[src/rtl/bear_pkg.sv]
// Shared types and constants for the button event auto-repeat block.
// Used by bear_time_unit, bear_seq and button_event_auto_repeat; depends on nothing.
`default_nettype none

package bear_pkg;

   // Number of buttons scanned, and the counter width that walks them.
   localparam int NUM_BUTTONS = 24;
   localparam int IDX_W       = (NUM_BUTTONS > 1) ? $clog2(NUM_BUTTONS) : 1;
   localparam int LAST_IDX    = NUM_BUTTONS - 1;

   // Field widths fixed by the interface.
   localparam int BITS_W  = 24;
   localparam int TIME_W  = 32;
   localparam int DELAY_W = 24;
   localparam int INDEX_W = 5;
   localparam int KIND_W  = 2;

   // Register file.
   localparam int CSR_ADDR_W = 1;
   localparam logic [CSR_ADDR_W-1:0] CSR_INITIAL_DELAY = 1'b0;
   localparam logic [CSR_ADDR_W-1:0] CSR_REPEAT_DELAY  = 1'b1;
   localparam logic [DELAY_W-1:0] INITIAL_DELAY_RST = 24'd200;
   localparam logic [DELAY_W-1:0] REPEAT_DELAY_RST  = 24'd100;

   // Event codes.
   typedef enum logic [KIND_W-1:0] {
      KIND_PRESS   = 2'd0,
      KIND_RELEASE = 2'd1,
      KIND_REPEAT  = 2'd2
   } kind_type;

   // Sequencer states.
   typedef enum logic [1:0] {
      ST_IDLE,
      ST_SCAN,
      ST_FLUSH
   } state_type;

   // Input transaction payload.
   typedef struct packed {
      logic [BITS_W-1:0] button_bits;
      logic [TIME_W-1:0] now_ticks;
   } req_type;

   // Result transaction payload.
   typedef struct packed {
      logic [INDEX_W-1:0] button_index;
      logic [KIND_W-1:0]  event_kind;
      logic               last_event;
   } rsp_type;

   // One event handed from the sequencer to the output register.
   typedef struct packed {
      logic    valid;
      rsp_type data;
   } emit_type;

endpackage

`default_nettype wire

[src/rtl/button_event_auto_repeat.sv]
// Top level of the button event auto-repeat block: ports, delay registers
// and the result register. Uses bear_pkg and bear_seq.
//
// Each accepted sample is compared with the previous one and scanned one
// button per cycle unless the result channel stalls, lowest bit first, by a
// single sequencer sharing one time compare and add unit. A sample is
// accepted, each button is scanned and the final event is released, in that
// order; a stalled result channel holds the scan and the release. req_stall
// is high for the whole scan. Each button yields at most one press, release or
// repeat event; the last event of a sample carries last_event. Delay registers
// take effect at the next arming and are reset to 200 and 100 ticks.
`default_nettype none

module button_event_auto_repeat (
   input  wire logic                                 clock,
   input  wire logic                                 reset,
   input  wire logic                                 req_valid,
   output logic                                      req_stall,
   input  wire bear_pkg::req_type                    req_data,
   output logic                                      rsp_valid,
   input  wire logic                                 rsp_stall,
   output bear_pkg::rsp_type                         rsp_data,
   input  wire logic                                 csr_wr_en,
   input  wire logic [bear_pkg::CSR_ADDR_W-1:0]      csr_addr,
   input  wire logic [bear_pkg::DELAY_W-1:0]         csr_wdata
);

   logic [bear_pkg::DELAY_W-1:0] initial_delay_ff, initial_delay_in;
   logic [bear_pkg::DELAY_W-1:0] repeat_delay_ff, repeat_delay_in;
   logic                         rsp_valid_ff, rsp_valid_in;
   bear_pkg::rsp_type            rsp_data_ff, rsp_data_in;
   bear_pkg::emit_type           emit;
   logic                         busy, req_fire, out_free;

   // Input transaction handshake.
   assign req_stall = busy;
   assign req_fire  = req_valid & ~busy;

   // The result register can take a new transaction when empty or draining.
   assign out_free = ~rsp_valid_ff | ~rsp_stall;

   bear_seq u_seq (
      .clock         (clock),
      .reset         (reset),
      .req_fire      (req_fire),
      .req_data      (req_data),
      .initial_delay (initial_delay_ff),
      .repeat_delay  (repeat_delay_ff),
      .out_free      (out_free),
      .emit          (emit),
      .busy          (busy)
   );

   // Configuration register writes.
   always_comb begin
      initial_delay_in = initial_delay_ff;
      repeat_delay_in  = repeat_delay_ff;
      if (csr_wr_en) begin
         case (csr_addr)
            bear_pkg::CSR_INITIAL_DELAY: initial_delay_in = csr_wdata;
            bear_pkg::CSR_REPEAT_DELAY:  repeat_delay_in  = csr_wdata;
            default: begin
            end
         endcase
      end
   end

   // Result register.
   always_comb begin
      rsp_valid_in = rsp_valid_ff;
      rsp_data_in  = rsp_data_ff;
      if (emit.valid) begin
         rsp_valid_in = 1'b1;
         rsp_data_in  = emit.data;
      end else if (!rsp_stall) begin
         rsp_valid_in = 1'b0;
      end
   end

   always_ff @(posedge clock) begin
      if (reset) begin
         initial_delay_ff <= bear_pkg::INITIAL_DELAY_RST;
         repeat_delay_ff  <= bear_pkg::REPEAT_DELAY_RST;
         rsp_valid_ff     <= 1'b0;
      end else begin
         initial_delay_ff <= initial_delay_in;
         repeat_delay_ff  <= repeat_delay_in;
         rsp_valid_ff     <= rsp_valid_in;
      end
   end

   always_ff @(posedge clock) begin
      rsp_data_ff <= rsp_data_in;
   end

   assign rsp_valid = rsp_valid_ff;
   assign rsp_data  = rsp_data_ff;

endmodule

`default_nettype wire

[src/rtl/bear_time_unit.sv]
// Shared time arithmetic: wrap-safe due check and re-arm sum.
// Depends on bear_pkg for widths.
`default_nettype none

module bear_time_unit (
   input  wire logic [bear_pkg::TIME_W-1:0]  now_ticks,
   input  wire logic [bear_pkg::TIME_W-1:0]  due_time,
   input  wire logic [bear_pkg::DELAY_W-1:0] delay,
   output logic                              reached,
   output logic [bear_pkg::TIME_W-1:0]       rearm_time
);

   logic [bear_pkg::TIME_W-1:0] diff;

   // The due time has come when now - due, read as signed, is not negative.
   assign diff       = now_ticks - due_time;
   assign reached    = ~diff[bear_pkg::TIME_W-1];

   // Next due time is now plus the selected delay, wrapping.
   assign rearm_time = now_ticks + bear_pkg::TIME_W'(delay);

endmodule

`default_nettype wire

[src/rtl/bear_seq.sv]
// Scan sequencer: walks the buttons one per cycle unless a full output holds
// it, keeps the per-button due times and holds back one event so the final
// one can be flagged. Uses bear_pkg and bear_time_unit.
`default_nettype none

module bear_seq (
   input  wire logic                              clock,
   input  wire logic                              reset,
   input  wire logic                              req_fire,
   input  wire bear_pkg::req_type                 req_data,
   input  wire logic [bear_pkg::DELAY_W-1:0]      initial_delay,
   input  wire logic [bear_pkg::DELAY_W-1:0]      repeat_delay,
   input  wire logic                              out_free,
   output bear_pkg::emit_type                     emit,
   output logic                                   busy
);

   localparam int N = bear_pkg::NUM_BUTTONS;
   localparam int W = bear_pkg::IDX_W;

   bear_pkg::state_type state_ff, state_in;

   logic [N-1:0]                  cur_ff, cur_in;
   logic [N-1:0]                  prev_ff, prev_in;
   logic [bear_pkg::TIME_W-1:0]   now_ff, now_in;
   logic [W-1:0]                  idx_ff, idx_in;
   logic                          pend_valid_ff, pend_valid_in;
   logic [W-1:0]                  pend_idx_ff, pend_idx_in;
   logic [bear_pkg::KIND_W-1:0]   pend_kind_ff, pend_kind_in;
   logic [bear_pkg::TIME_W-1:0]   due_ff [N];

   logic [31:0]                   req_bits_ext;
   logic                          cur_bit, prev_bit;
   logic                          is_press, is_release, is_held;
   logic                          reached, hit;
   logic [bear_pkg::KIND_W-1:0]   hit_kind;
   logic [bear_pkg::DELAY_W-1:0]  delay_sel;
   logic [bear_pkg::TIME_W-1:0]   rearm_time;
   logic                          step_ok, flush_done, last_step;

   // Sample bits above the field width read as released.
   assign req_bits_ext = 32'(req_data.button_bits);

   // Classify the button under the scan pointer.
   assign cur_bit    = cur_ff[idx_ff];
   assign prev_bit   = prev_ff[idx_ff];
   assign is_press   = cur_bit & ~prev_bit;
   assign is_release = prev_bit & ~cur_bit;
   assign is_held    = cur_bit & prev_bit;
   assign delay_sel  = is_press ? initial_delay : repeat_delay;

   bear_time_unit u_time (
      .now_ticks  (now_ff),
      .due_time   (due_ff[idx_ff]),
      .delay      (delay_sel),
      .reached    (reached),
      .rearm_time (rearm_time)
   );

   assign hit = is_press | is_release | (is_held & reached);

   always_comb begin
      if (is_press) begin
         hit_kind = bear_pkg::KIND_PRESS;
      end else if (is_release) begin
         hit_kind = bear_pkg::KIND_RELEASE;
      end else begin
         hit_kind = bear_pkg::KIND_REPEAT;
      end
   end

   assign last_step = (idx_ff == W'(bear_pkg::LAST_IDX));

   // Control outputs of the sequencer.
   always_comb begin
      step_ok    = 1'b0;
      flush_done = 1'b0;
      emit.valid = 1'b0;
      emit.data.button_index = bear_pkg::INDEX_W'(pend_idx_ff);
      emit.data.event_kind   = pend_kind_ff;
      emit.data.last_event   = 1'b0;
      case (state_ff)
         bear_pkg::ST_SCAN: begin
            // A new event pushes the held-back one out; wait if the output is full.
            step_ok    = ~(hit & pend_valid_ff & ~out_free);
            emit.valid = hit & pend_valid_ff & out_free;
         end
         bear_pkg::ST_FLUSH: begin
            flush_done = ~pend_valid_ff | out_free;
            emit.valid = pend_valid_ff & out_free;
            emit.data.last_event = 1'b1;
         end
         default: begin
         end
      endcase
   end

   assign busy = (state_ff != bear_pkg::ST_IDLE);

   // Next state.
   always_comb begin
      state_in = state_ff;
      case (state_ff)
         bear_pkg::ST_IDLE: begin
            if (req_fire) state_in = bear_pkg::ST_SCAN;
         end
         bear_pkg::ST_SCAN: begin
            if (step_ok && last_step) state_in = bear_pkg::ST_FLUSH;
         end
         bear_pkg::ST_FLUSH: begin
            if (flush_done) state_in = bear_pkg::ST_IDLE;
         end
         default: begin
            state_in = bear_pkg::ST_IDLE;
         end
      endcase
   end

   // Datapath register updates.
   always_comb begin
      cur_in        = cur_ff;
      prev_in       = prev_ff;
      now_in        = now_ff;
      idx_in        = idx_ff;
      pend_valid_in = pend_valid_ff;
      pend_idx_in   = pend_idx_ff;
      pend_kind_in  = pend_kind_ff;
      if (req_fire) begin
         cur_in = req_bits_ext[N-1:0];
         now_in = req_data.now_ticks;
         idx_in = '0;
      end
      if (step_ok) begin
         idx_in = idx_ff + W'(1);
         if (hit) begin
            pend_valid_in = 1'b1;
            pend_idx_in   = idx_ff;
            pend_kind_in  = hit_kind;
         end
      end
      if (flush_done) begin
         pend_valid_in = 1'b0;
         prev_in       = cur_ff;
      end
   end

   always_ff @(posedge clock) begin
      if (reset) begin
         state_ff      <= bear_pkg::ST_IDLE;
         prev_ff       <= '0;
         pend_valid_ff <= 1'b0;
         idx_ff        <= '0;
      end else begin
         state_ff      <= state_in;
         prev_ff       <= prev_in;
         pend_valid_ff <= pend_valid_in;
         idx_ff        <= idx_in;
      end
   end

   always_ff @(posedge clock) begin
      cur_ff       <= cur_in;
      now_ff       <= now_in;
      pend_idx_ff  <= pend_idx_in;
      pend_kind_ff <= pend_kind_in;
   end

   // Per-button due times; re-armed on a press or a repeat.
   always_ff @(posedge clock) begin
      if (reset) begin
         for (int i = 0; i < N; i++) begin
            due_ff[i] <= '0;
         end
      end else if (step_ok && (is_press || (is_held && reached))) begin
         due_ff[idx_ff] <= rearm_time;
      end
   end

`ifndef NO_ASSERTIONS
   a_emit_has_pending: assert property (@(posedge clock) disable iff (reset)
      emit.valid |-> pend_valid_ff)
      else $error("event emitted with nothing held back");

   a_scan_in_range: assert property (@(posedge clock) disable iff (reset)
      (state_ff == bear_pkg::ST_SCAN) |-> (idx_ff <= W'(bear_pkg::LAST_IDX)))
      else $error("scan pointer beyond the last button");

   a_flush_clears: assert property (@(posedge clock) disable iff (reset)
      flush_done |=> (state_ff == bear_pkg::ST_IDLE) && !pend_valid_ff)
      else $error("flush did not return to idle with nothing pending");
`endif

endmodule

`default_nettype wire
[config.mk]
export PLATFORM = sky130hd
export DESIGN_NAME = button_event_auto_repeat
export DESIGN_NICKNAME = d
export VERILOG_FILES = /design/src/rtl/bear_pkg.sv /design/src/rtl/button_event_auto_repeat.sv /design/src/rtl/bear_time_unit.sv /design/src/rtl/bear_seq.sv
export SDC_FILE = /design/constraint.sdc
export NUM_CORES = 2
export LEC_CHECK = 0
export BUFFER_PORTS_ARGS = -buffer_cell sky130_fd_sc_hd__buf_2
export CAP_MARGIN = 10
export CORE_MARGIN = 2
export CORE_UTILIZATION = 50
export DETAILED_ROUTE_END_ITERATION = 6
export PLACE_DENSITY = 0.77
export SLEW_MARGIN = 25
export SYNTH_ARGS = -nofsm -noshare
export SYNTH_HDL_FRONTEND = slang
export SYNTH_SLANG_ARGS = --single-unit
[constraint.sdc]
create_clock -name clock -period 15 [get_ports clock]
set_input_delay 1.5 -clock clock [delete_from_list [all_inputs] [get_ports clock]]
set_output_delay 1.5 -clock clock [all_outputs]
set_load 0.05 [all_outputs]
==> flow_metrics.tcl <==
set metrics [dict create \
    status "completed" \
    vias 30280 \
    clockRootBuffer "clkbuf_16" \
    h-tree-depth 3 \
    grt_pass1_wl_um 203100 \
    yosysTopAreaCellShare 0.6368 \
    leakagePower_nw 20.04 \
    endpoint "u_seq.due_ff[17][4]" \
    syn_inst 3345 \
    ys_ff_latch 1181 \
    viasPerCell 6.295 \
    cts_tree "done" \
    max_stage_delay_ps 1040 \
    clk_pin_slew_worst_paths_ps 60 \
    syn_area_um2 51630 \
    coreArea_um2 102000 \
    ys_types 66 \
    yosys-top-cells-area "edfxtp_1 (64%), mux4_2 (14%), nor2_1 (5.1%)" \
    mostFrequentLayoutCell "edfxtp_1" \
    dieArea_um2 105800 \
    fill_cells 7649 \
    post_cts_buffers 0 \
    setup_viol 0 \
    place_ws_ps 6400 \
    clock.fmax_mhz 117.2 \
    crit_cells 17 \
    die_y_um 325.3 \
    synth_edf_count 1095 \
    reg2reg_to "u_seq.due_ff[17][4]" \
    fin_skew_ps 38.38 \
    setup_ws_ps 6467 \
    gp_congestion 0.9088 \
    yosysTopAreaCell "edfxtp_1" \
    grt_max_degree 106 \
    drc 0 \
    yosys_most_used_dff "edfxtp_1" \
    rsz0062_at_grt "no" \
    hold_buffers 0 \
    worst-path-buf-inv 4 \
    final_antenna_net_count 0 \
    drv_slew 0 \
    finalPower_mw 8.233 \
    crit_type "reg2reg" \
    clkLatencyLatePin_ps 710 \
    cts.repair.resized 0 \
    synth.avg_cell_area_um2 15.44 \
    required_ps 15300 \
    dpl.hpwl_um 88330 \
    r2r_cells 17 \
    r2r_slack_ps 6470 \
    tightest_slew_ps 1137 \
    ys_warn_count 0 \
    drt_iter0_drc 4219 \
    cp-end-kind "flop" \
    wirelength_um 139900 \
    placed_cell_area_um2 53580 \
    wl_per_cell_um 29.10 \
    portBuffers 95 \
    ctsLongestPathBuffers 3 \
    antenna_found_initial 8 \
    grtUsageTotal 0.2640 \
    cts_made_buffers 113 \
    final-hold-violation-count 0 \
    slew_headroom 0.2404 \
    postLayoutCoreUtil 0.5618 \
    nNetsFinal 3501 \
    regArea_um2 34620 \
    maxCapViolCount 0 \
    dieWidth_um 325.3 \
    design_area_um2 57330 \
    start_util 0.5060 \
    drive_above_1_share 0.2248 \
    powerDensity_nw_per_um2 143.6 \
    cts_num_sinks 1181 \
    multiInputGateArea_um2 16130 \
    drt-pass1-iter-count 6 \
    syn-num-nets 3497 \
    cp_slowest_cell "nand2b_2" \
    start_kind "flop" \
    path_cells "buf_12 -> buf_4 -> buf_16 -> mux4_2 -> mux4_2 -> mux2i_1 -> ha_1 -> a21oi_1 -> o21ai_0 -> a2111o_1 -> a31o_2 -> a21oi_1 -> xnor2_1 -> o31ai_4 -> buf_4 -> nand4_4 -> nand2b_2" \
    cp_top_family "buffers and inverters" \
    overflow 0 \
    critPathArrivalTime_ps 8830 \
    fp-row-count 117 \
    io_pins 96 \
    fin_crit_sh 0.5689 \
    min_path_type "reg2reg" \
    tns_ps 0 \
    post-route-min-period_ps 8533 \
    synthArstFlopShare 0 \
    grt_pass1_vias 29930 \
    ir_worst_vdd_mv 0.09871 \
    critPathMaxFanout 105 \
    area_delta_synth_final_pct 11.03 \
    synth-seq-area-share 0.6702 \
    final_cell_mix "edfxtp_1 (1095), nor2_1 (695), mux4_2 (321), nand2_1 (193), a21oi_1 (181)" \
]
==> power by group <==
part / internal, mW / switching (mW)
Clock: 1.54 / 1.22
Combinational: 0.515 / 1.09
Sequential: 3.78 / 0.0839
Total: 5.84 / 2.40
==> per-layer routing <==
layer,track usage,vias up,share of wire
met4,0.1440,4,0.063
met3,0.06202,378,0.12
met1,0.3459,15370,0.35
met2,0.4106,1880,0.47
li1,-,12640,-
met5,0,-,0.00016
==> worst min-delay path by stage <==
| stage | startpoint | end | slack (ps) | cells past startpoint |
|---|---|---|---|---|
| final | u_seq.pend_kind_ff[0] | rsp_data[1] | 420 | 0 |
| after global routing | u_seq.pend_kind_ff[0] | rsp_data[1] | 440 | 0 |
| after CTS | u_seq.pend_kind_ff[0] | rsp_data[1] | 420 | 0 |
| after detailed placement | u_seq.pend_idx_ff[1] | rsp_data[4] | 410 | 0 |
| after global placement | u_seq.pend_kind_ff[1] | rsp_data[2] | 410 | 0 |
| after floorplan | u_seq.pend_kind_ff[0] | rsp_data[1] | 400 | 0 |
==> synthesized netlist by cell type, types with 4 or more instances <==
cell type  count
edfxtp_1    1095
nor2_1       697
mux4_2       321
nand2_1      193
a21oi_1      182
clkbuf_1     164
dfxtp_1       86
ha_1          65
buf_2         61
mux2i_1       57
inv_1         52
nand2b_1      36
buf_1         28
o21ai_0       26
mux2_2        24
and3_1        19
nand4_4       19
a21oi_2       17
nor3b_1       17
a21o_1        15
nand3_1       15
buf_6         11
nor2b_1       11
o211ai_1      11
nand4_1       10
xnor2_1       10
nand3b_1       9
xor2_1         9
a211oi_1       7
a22oi_1        7
nor3_1         6
o21a_1         6
a311oi_1       4
o21bai_1       4
==> logic make-up after synthesis <==
kind of cell	after synthesis	synth area share
DFF	1181	0.6702
xor gates and xnor gates	20	0.003538
AOI/OAI and AO/OA	310	0.03693
muxes	403	0.1568
buffers and inverters	320	0.02692
adders and majority gates	66	0.01614
and+or+nand+nor	1045	0.08947
==> layout make-up <==
type | count | area share
Antenna cell | 2 | 0.00008731
Multi-Input combinational cell | 1844 | 0.2814
Clock inverter | 55 | 0.009211
Inverter | 52 | 0.003449
Sequential cell | 1181 | 0.6039
Timing Repair Buffer | 157 | 0.01932
Clock buffer | 150 | 0.05280
Tap cell | 1368 | 0.02986
==> state kept, by name, summed over array words and instances (netlist names), named ones only <==
name                 flops
rsp_data                 8
repeat_delay_ff         24
u_seq.due_ff          1024
u_seq.pend_idx_ff        5
u_seq.now_ff            32
initial_delay_ff        24
u_seq.state_ff           2
u_seq.idx_ff             5
u_seq.prev_ff           24
u_seq.pend_kind_ff       2
u_seq.pend_valid_ff      1
u_seq.cur_ff            24
rsp_valid                1
==> per-stage QoR <==
stage          instances  hold slack, ps
2_1_floorplan       3345           400.3
3_3_place_gp        4592           405.4
3_5_place_dp        4594           411.5
4_1_cts             4799           420.6
5_1_grt             4808           440.4
6_report            4809           421.8
Note: power is estimated with default switching activity, not from simulation.
